--- config.mk ---
export PLATFORM = sky130hd
export DESIGN_NAME = markup_tag_tokenizer
export DESIGN_NICKNAME = d
export VERILOG_FILES = /design/src/sv/mtt_pkg.sv /design/src/sv/mtt_front.sv /design/src/sv/mtt_queue.sv /design/src/sv/mtt_back.sv /design/src/sv/markup_tag_tokenizer.sv
export SDC_FILE = /design/constraint.sdc
export NUM_CORES = 1
export LEC_CHECK = 0
export ABC_AREA = 1
export BUFFER_PORTS_ARGS = -buffer_cell sky130_fd_sc_hd__buf_2
export CAP_MARGIN = 15
export CELL_PAD_IN_SITES_DETAIL_PLACEMENT = 0
export CELL_PAD_IN_SITES_GLOBAL_PLACEMENT = 1
export CORE_ASPECT_RATIO = 2
export CORE_MARGIN = 2
export CORE_UTILIZATION = 50
export CTS_BUF_LIST = sky130_fd_sc_hd__clkbuf_8
export CTS_CLUSTER_DIAMETER = 100
export DETAILED_ROUTE_END_ITERATION = 16
export PLACE_DENSITY = 0.78
export SLEW_MARGIN = 20
export SYNTH_ARGS = -nofsm -noshare
export SYNTH_HDL_FRONTEND = slang
export SYNTH_HIERARCHICAL = 1
export SYNTH_SLANG_ARGS = --single-unit
--- constraint.sdc ---
create_clock -name i_clk -period 3.85 [get_ports i_clk]
set_input_delay 0.9625 -clock i_clk [delete_from_list [all_inputs] [get_ports i_clk]]
set_output_delay 0.9625 -clock i_clk [all_outputs]
set_load 0.1 [all_outputs]
--- src/sv/mtt_pkg.sv ---
// Shared types and constants for the markup tag tokenizer.
// Used by mtt_front, mtt_queue, mtt_back and markup_tag_tokenizer; no dependencies.
package mtt_pkg;

    localparam int TOKEN_CAPACITY_DEF = 1024;
    localparam int LEN_W = 11;
    localparam int QUEUE_DEPTH = 4;

    localparam logic [1:0] EV_TEXT  = 2'd0;
    localparam logic [1:0] EV_BYTE  = 2'd1;
    localparam logic [1:0] EV_END   = 2'd2;
    localparam logic [1:0] EV_NOVAL = 2'd3;

    localparam logic [1:0] KIND_TAG  = 2'd0;
    localparam logic [1:0] KIND_ATTR = 2'd1;
    localparam logic [1:0] KIND_VAL  = 2'd2;

    localparam logic [7:0] CH_LT    = 8'h3C;
    localparam logic [7:0] CH_SLASH = 8'h2F;
    localparam logic [7:0] CH_GT    = 8'h3E;
    localparam logic [7:0] CH_EQ    = 8'h3D;
    localparam logic [7:0] CH_QUOTE = 8'h22;
    localparam logic [7:0] CH_SPACE = 8'h20;

    // One queued record; noval means a value-absent word follows this one.
    typedef struct packed {
        logic [1:0]       ev;
        logic [1:0]       kind;
        logic [7:0]       data;
        logic [LEN_W-1:0] length;
        logic             ovf;
        logic             noval;
    } t_rec;

endpackage

--- src/sv/mtt_front.sv ---
// Front end of the tokenizer: parser state machine and token length counter.
// Depends on mtt_pkg; produces at most one record per accepted byte.
module mtt_front
    import mtt_pkg::*;
#(
    parameter int TOKEN_CAPACITY = TOKEN_CAPACITY_DEF
) (
    input  logic       i_clk,
    input  logic       i_rst_n,
    input  logic       i_accept,
    input  logic [7:0] i_byte,
    output logic       o_push,
    output t_rec       o_rec
);

    localparam int CNT_W = $clog2(TOKEN_CAPACITY + 1);
    localparam logic [CNT_W-1:0] CAP = CNT_W'(TOKEN_CAPACITY);

    typedef enum logic [3:0] {
        ST_TEXT       = 4'd0,
        ST_TAGNAME    = 4'd1,
        ST_ATTRNAME   = 4'd2,
        ST_VALUE      = 4'd3,
        ST_SKIP       = 4'd4,
        ST_WAIT_NAME  = 4'd5,
        ST_WAIT_EQ    = 4'd6,
        ST_WAIT_QUOTE = 4'd7,
        ST_WAIT_GT    = 4'd8
    } t_state;

    t_state           r_state, n_state;
    logic [CNT_W-1:0] r_count, n_count;
    logic             r_ovf, n_ovf;

    logic             act_text, act_store, act_finish, act_noval;
    logic [1:0]       act_kind;
    logic             rec_vld;
    t_rec             rec;
    logic [CNT_W+LEN_W-1:0] len_ext;

    assign len_ext = {{LEN_W{1'b0}}, r_count};

    always_comb begin
        act_text   = 1'b0;
        act_store  = 1'b0;
        act_finish = 1'b0;
        act_noval  = 1'b0;
        act_kind   = KIND_TAG;
        n_state    = r_state;
        unique case (r_state)
            ST_TAGNAME: begin
                act_kind = KIND_TAG;
                if (i_byte == CH_SLASH) begin
                    act_finish = 1'b1;
                    n_state    = ST_WAIT_GT;
                end else if (i_byte == CH_GT) begin
                    act_finish = 1'b1;
                    n_state    = ST_TEXT;
                end else if (i_byte == CH_SPACE) begin
                    act_finish = 1'b1;
                    n_state    = ST_WAIT_NAME;
                end else begin
                    act_store = 1'b1;
                end
            end
            ST_ATTRNAME: begin
                act_kind = KIND_ATTR;
                if (i_byte == CH_EQ) begin
                    act_finish = 1'b1;
                    n_state    = ST_WAIT_QUOTE;
                end else if (i_byte == CH_SPACE) begin
                    act_finish = 1'b1;
                    n_state    = ST_WAIT_EQ;
                end else if (i_byte == CH_SLASH || i_byte == CH_GT) begin
                    act_finish = 1'b1;
                    act_noval  = 1'b1;
                    n_state    = (i_byte == CH_SLASH) ? ST_WAIT_GT : ST_TEXT;
                end else begin
                    act_store = 1'b1;
                end
            end
            ST_VALUE: begin
                act_kind = KIND_VAL;
                if (i_byte == CH_QUOTE) begin
                    act_finish = 1'b1;
                    n_state    = ST_WAIT_NAME;
                end else begin
                    act_store = 1'b1;
                end
            end
            ST_SKIP: begin
                if (i_byte == CH_GT) begin
                    n_state = ST_TEXT;
                end
            end
            ST_WAIT_NAME: begin
                act_kind = KIND_ATTR;
                if (i_byte == CH_SLASH) begin
                    n_state = ST_WAIT_GT;
                end else if (i_byte == CH_GT) begin
                    n_state = ST_TEXT;
                end else if (i_byte != CH_SPACE) begin
                    act_store = 1'b1;
                    n_state   = ST_ATTRNAME;
                end
            end
            ST_WAIT_EQ: begin
                act_kind = KIND_ATTR;
                if (i_byte == CH_EQ) begin
                    n_state = ST_WAIT_QUOTE;
                end else if (i_byte == CH_GT || i_byte == CH_SLASH) begin
                    act_finish = 1'b1;
                    act_noval  = 1'b1;
                    n_state    = (i_byte == CH_SLASH) ? ST_WAIT_GT : ST_TEXT;
                end else begin
                    n_state = ST_SKIP;
                end
            end
            ST_WAIT_QUOTE: begin
                if (i_byte == CH_QUOTE) begin
                    n_state = ST_VALUE;
                end else if (i_byte != CH_SPACE) begin
                    n_state = ST_SKIP;
                end
            end
            ST_WAIT_GT: begin
                n_state = (i_byte == CH_GT) ? ST_TEXT : ST_SKIP;
            end
            default: begin
                if (i_byte == CH_LT) begin
                    n_state = ST_TAGNAME;
                end else begin
                    act_text = 1'b1;
                end
            end
        endcase
    end

    always_comb begin
        rec     = '0;
        rec_vld = 1'b0;
        n_count = r_count;
        n_ovf   = r_ovf;
        if (act_text) begin
            rec_vld  = 1'b1;
            rec.ev   = EV_TEXT;
            rec.data = i_byte;
        end
        if (act_finish) begin
            rec_vld    = 1'b1;
            rec.ev     = EV_END;
            rec.kind   = act_kind;
            rec.length = len_ext[LEN_W-1:0];
            rec.ovf    = r_ovf;
            rec.noval  = act_noval;
            n_count    = '0;
            n_ovf      = 1'b0;
        end
        if (act_store) begin
            if (r_count >= CAP) begin
                n_ovf = 1'b1;
            end else begin
                n_count  = r_count + 1'b1;
                rec_vld  = 1'b1;
                rec.ev   = EV_BYTE;
                rec.kind = act_kind;
                rec.data = i_byte;
            end
        end
    end

    assign o_push = i_accept & rec_vld;
    assign o_rec  = rec;

    always_ff @(posedge i_clk) begin
        if (!i_rst_n) begin
            r_state <= ST_TEXT;
            r_count <= '0;
            r_ovf   <= 1'b0;
        end else if (i_accept) begin
            r_state <= n_state;
            r_count <= n_count;
            r_ovf   <= n_ovf;
        end
    end

endmodule

--- src/sv/mtt_queue.sv ---
// Small record queue between the tokenizer front end and the output stage.
// Depends on mtt_pkg for the record type and depth.
module mtt_queue
    import mtt_pkg::*;
(
    input  logic i_clk,
    input  logic i_rst_n,
    input  logic i_push,
    input  t_rec i_rec,
    input  logic i_pop,
    output logic o_full,
    output logic o_nempty,
    output t_rec o_head
);

    localparam int PTR_W = $clog2(QUEUE_DEPTH);
    localparam int CNT_W = $clog2(QUEUE_DEPTH + 1);
    localparam logic [CNT_W-1:0] FULL_CNT = CNT_W'(QUEUE_DEPTH);
    localparam logic [PTR_W-1:0] LAST_PTR = PTR_W'(QUEUE_DEPTH - 1);

    t_rec             r_mem [QUEUE_DEPTH];
    logic [PTR_W-1:0] r_wr, r_rd;
    logic [CNT_W-1:0] r_cnt;

    assign o_full   = (r_cnt == FULL_CNT);
    assign o_nempty = (r_cnt != '0);
    assign o_head   = r_mem[r_rd];

    always_ff @(posedge i_clk) begin
        if (i_push) begin
            r_mem[r_wr] <= i_rec;
        end
    end

    always_ff @(posedge i_clk) begin
        if (!i_rst_n) begin
            r_wr  <= '0;
            r_rd  <= '0;
            r_cnt <= '0;
        end else begin
            if (i_push) begin
                r_wr <= (r_wr == LAST_PTR) ? '0 : r_wr + 1'b1;
            end
            if (i_pop) begin
                r_rd <= (r_rd == LAST_PTR) ? '0 : r_rd + 1'b1;
            end
            if (i_push && !i_pop) begin
                r_cnt <= r_cnt + 1'b1;
            end else if (i_pop && !i_push) begin
                r_cnt <= r_cnt - 1'b1;
            end
        end
    end

endmodule

--- src/sv/mtt_back.sv ---
// Output stage: expands queued records into result words in a registered output.
// Depends on mtt_pkg; a record with a value-absent flag yields two words.
module mtt_back
    import mtt_pkg::*;
(
    input  logic             i_clk,
    input  logic             i_rst_n,
    input  logic             i_nempty,
    input  t_rec             i_head,
    output logic             o_pop,
    input  logic             i_stall,
    output logic             o_valid,
    output logic [1:0]       o_event_res,
    output logic [1:0]       o_token_kind,
    output logic [7:0]       o_data_byte,
    output logic [LEN_W-1:0] o_token_length,
    output logic             o_token_overflow,
    output logic             o_last
);

    logic             r_valid, r_phase;
    logic [1:0]       r_ev, r_kind;
    logic [7:0]       r_data;
    logic [LEN_W-1:0] r_len;
    logic             r_ovf, r_last;
    logic             load;

    assign load  = !r_valid || !i_stall;
    assign o_pop = load && i_nempty && (r_phase || !i_head.noval);

    always_ff @(posedge i_clk) begin
        if (!i_rst_n) begin
            r_valid <= 1'b0;
            r_phase <= 1'b0;
        end else if (load) begin
            r_valid <= i_nempty;
            if (i_nempty) begin
                r_phase <= !r_phase && i_head.noval;
            end
        end
    end

    always_ff @(posedge i_clk) begin
        if (load && i_nempty) begin
            if (r_phase) begin
                r_ev   <= EV_NOVAL;
                r_kind <= KIND_VAL;
                r_data <= '0;
                r_len  <= '0;
                r_ovf  <= 1'b0;
                r_last <= 1'b1;
            end else begin
                r_ev   <= i_head.ev;
                r_kind <= i_head.kind;
                r_data <= i_head.data;
                r_len  <= i_head.length;
                r_ovf  <= i_head.ovf;
                r_last <= !i_head.noval;
            end
        end
    end

    assign o_valid          = r_valid;
    assign o_event_res      = r_ev;
    assign o_token_kind     = r_kind;
    assign o_data_byte      = r_data;
    assign o_token_length   = r_len;
    assign o_token_overflow = r_ovf;
    assign o_last           = r_last;

endmodule

--- src/sv/markup_tag_tokenizer.sv ---
// Markup tag tokenizer top level: front parser, record queue and output stage.
// Depends on mtt_pkg, mtt_front, mtt_queue and mtt_back.
// The first result word is written into the queue, then registered in the output stage.
// Throughput is one byte per cycle; a byte with two results yields two output words,
// absorbed by the four-entry queue. The input stalls only when that queue is full.
// Synchronous active-low reset puts the parser in text mode and empties queue and output.
module markup_tag_tokenizer
    import mtt_pkg::*;
#(
    parameter int TOKEN_CAPACITY = TOKEN_CAPACITY_DEF
) (
    input  logic             i_clk,
    input  logic             i_rst_n,
    input  logic             i_valid,
    output logic             o_stall,
    input  logic [7:0]       i_in_byte,
    output logic             o_valid,
    input  logic             i_stall,
    output logic [1:0]       o_event_res,
    output logic [1:0]       o_token_kind,
    output logic [7:0]       o_data_byte,
    output logic [LEN_W-1:0] o_token_length,
    output logic             o_token_overflow,
    output logic             o_last
);

    logic accept, push, pop, full, nempty;
    t_rec rec, head;

    assign o_stall = full;
    assign accept  = i_valid && !full;

    mtt_front #(
        .TOKEN_CAPACITY(TOKEN_CAPACITY)
    ) u_front (
        .i_clk   (i_clk),
        .i_rst_n (i_rst_n),
        .i_accept(accept),
        .i_byte  (i_in_byte),
        .o_push  (push),
        .o_rec   (rec)
    );

    mtt_queue u_queue (
        .i_clk   (i_clk),
        .i_rst_n (i_rst_n),
        .i_push  (push),
        .i_rec   (rec),
        .i_pop   (pop),
        .o_full  (full),
        .o_nempty(nempty),
        .o_head  (head)
    );

    mtt_back u_back (
        .i_clk           (i_clk),
        .i_rst_n         (i_rst_n),
        .i_nempty        (nempty),
        .i_head          (head),
        .o_pop           (pop),
        .i_stall         (i_stall),
        .o_valid         (o_valid),
        .o_event_res     (o_event_res),
        .o_token_kind    (o_token_kind),
        .o_data_byte     (o_data_byte),
        .o_token_length  (o_token_length),
        .o_token_overflow(o_token_overflow),
        .o_last          (o_last)
    );

endmodule

==> results_dict.tcl <==
set metrics [dict create \
    status "finished, final reports clean" \
    clock_path_buffers 2 \
    diodes 0 \
    critPathKind "reg2reg" \
    vias 4775 \
    clockPowerShare_pct 20.3 \
    hold_buffers 0 \
    wirelength_um 15000 \
    grt_max_degree 51 \
    finalHoldViolCount 0 \
    p_seq_share_pct 39.7 \
    antenna_found_initial 0 \
    yosysUniqueCellTypes 39 \
    skew_ps 15.6 \
    synth_cells 689 \
    synthToLayoutAreaGrowth_pct 10.2 \
    fillers 1247 \
    period_share_pct 80.3 \
    yosys-top-cells-area "edfxtp_1 (54%), dfxtp_1 (7.8%), nor2_1 (6.5%)" \
    cts-buffers-inserted 17 \
    final_area_um2 7670 \
    grt_overflow_total 0 \
    clk_pin_slew_ps 80 \
    power_frac_comb_pct 40.0 \
    dp_slack_ps 375 \
    synth_edf_count 125 \
    cap_viol_max_count 0 \
    power_density_nw_per_um2 759 \
    setup_violations 0 \
    maxSlewHeadroom_pct 30.9 \
    final_common_cell "edfxtp_1" \
    hpwl_um 9680 \
    synth_fp_nets 710 \
    vias_per_cell 5.28 \
    die_x_um 87.4 \
    critPathCaptureType "flop" \
    start_kind "flop" \
    drive_gt1_share_pct 17.6 \
    cts.sinks 152 \
    synthArstFlopShare_pct 0 \
    postSynthAreaPerCell_um2 10.1 \
    cp_data_arrival_time_ps 3430 \
    period_needed_ps 3090 \
    rows 61 \
    synthFlopType "edfxtp_1" \
    drv_slew 0 \
    grt.total_usage_pct 21.5 \
    nets 756 \
    grt_pass1_vias 4557 \
    portBuffers 38 \
    hold_path_class "reg2reg" \
    routedWlPerCell_um 16.5 \
    core_um2 13700 \
    cts_root_buf "clkbuf_8" \
    swShare_pct 45.8 \
    cts_setup_buffers 0 \
    layout_common_cells "edfxtp_1 (125), nor2_1 (121), nand2_1 (96)" \
    p_int_uw 3150 \
    setup_ws_ps 757 \
    ant_nets 0 \
    clk_latency_ps 450 \
    start_util_pct 50.6 \
    grt_pass1_wl_um 23900 \
    io_pins 39 \
    post-route-util_pct 55.8 \
    drt_pre_antenna_iters 7 \
    netlist_area_um2 6960 \
    ys_seq_area_share_pct 61.7 \
    power.leakage_uw 0.00319 \
    finalPower_uw 5820 \
    crit_fanout 50 \
    ys_warn_count 6 \
    cp.required_ps 4190 \
    gp_congestion 0.855 \
    cts_resized 0 \
    fmax_mhz 323 \
    cts_tree "done" \
    drc 0 \
    yosys.area.top_type "edfxtp_1" \
    dieArea_um2 14900 \
    fp.dieH_um 171 \
    ir_drop_v 0.000333 \
    place_area_um2 7270 \
    rsz0062_at_grt "no" \
    worst_slew_pin_slew_ps 1040 \
    drt_iter0_markers 302 \
    yosysTopAreaCellShare_pct 54.0 \
    ys_ff_latch 152 \
    fin_setup_tns_ps 0 \
    htreeDepth 4 \
    power.switching_uw 2670 \
]
final timing paths:
check,from,end,slack (ps),depth (start not counted)
min,u_back/o_valid$_SDFFE_PN0P_,u_back/o_valid$_SDFFE_PN0P_,490,2
min reg2reg,u_back/o_valid$_SDFFE_PN0P_,u_back/o_valid$_SDFFE_PN0P_,490,2
max reg2reg,flop,u_queue/r_cnt[1]$_SDFFE_PN0P_,760,12
max,flop,u_queue/r_cnt[1]$_SDFFE_PN0P_,760,12
stage by stage:
stage,hold slack (ps),std cells
6_report,492,905
5_1_grt,506,905
4_1_cts,496,905
3_5_place_dp,484,873
3_3_place_gp,472,873
2_1_floorplan,444,689
final cells by class:
| cell class | instances | area, um^2 | share of cell area, % |
|---|---|---|---|
| Tap cell | 157 | 196 | 2.56 |
| Inverter | 91 | 344 | 4.49 |
| Sequential cell | 152 | 4290 | 56.0 |
| Clock inverter | 15 | 158 | 2.06 |
| Multi-Input combinational cell | 422 | 2150 | 28.1 |
| Timing Repair Buffer | 51 | 288 | 3.75 |
| Clock buffer | 17 | 234 | 3.05 |
cell families after synthesis:
family / Yosys count / synth area share [%]
AO/OA/AOI/OAI: 123 / 9.86
buffers and inverters: 115 / 7.41
XOR/XNOR: 5 / 0.629
flip-flops: 152 / 61.7
adder cells (fa/ha/maj): 9 / 1.73
AND/OR/NAND/NOR: 285 / 18.7
critical path, cell delays in order (launching register included):
cell and delay [ps]:
dfxtp_1 900, inv_4 420, o21ai_1 230, o22ai_1 80, inv_1 160, nor2_8 50
nor2_4 140, inv_1 100, ha_1 210, inv_1 100, fa_1 390, o21ai_0 170
nor2_1 50
metal layers:
layer  part of all wire, %  GRT usage (%)
met1                    42           25.1
met3                   2.7           4.58
met2                    53           37.8
met4                   2.5           8.09
met5                     0              0
cells in the mapped netlist (4+ instances only):
master and count:
dfxtp_1 27, clkbuf_1 4, o22ai_1 25, nor2_1 121
nor3_1 7, a21oi_1 20, inv_1 79, nor2_4 7
nand3_1 20, nand3_2 6, buf_4 8, xor2_1 5
nor2_2 8, buf_2 7, nand2_4 4, nand2_2 6
nand2_1 96, nand4_1 5, ha_1 8, inv_2 10
o21ai_0 47, o21ai_1 20, edfxtp_1 125
power groups by stage:
stage	Combinational [uW]	Sequential (uW)	Clock [uW]
after floorplan	965	3340	0
after global placement	2330	2350	0
after detailed placement	2350	2350	0
after CTS	2350	2320	1210
after global routing	2510	2350	1280
final	2330	2310	1180
state kept, by name, summed over array words and instances (netlist names), 2 cells and up, named ones only:
name / count
u_queue/r_rd: 2
u_back/o_event_res: 2
u_front/r_state: 4
u_back/o_token_kind: 2
u_back/o_token_length: 11
u_queue/r_mem: 100
u_front/r_count: 11
u_queue/r_wr: 2
u_queue/r_cnt: 3
u_back/o_data_byte: 8
No activity file was read; power rests on OpenSTA's default activity.
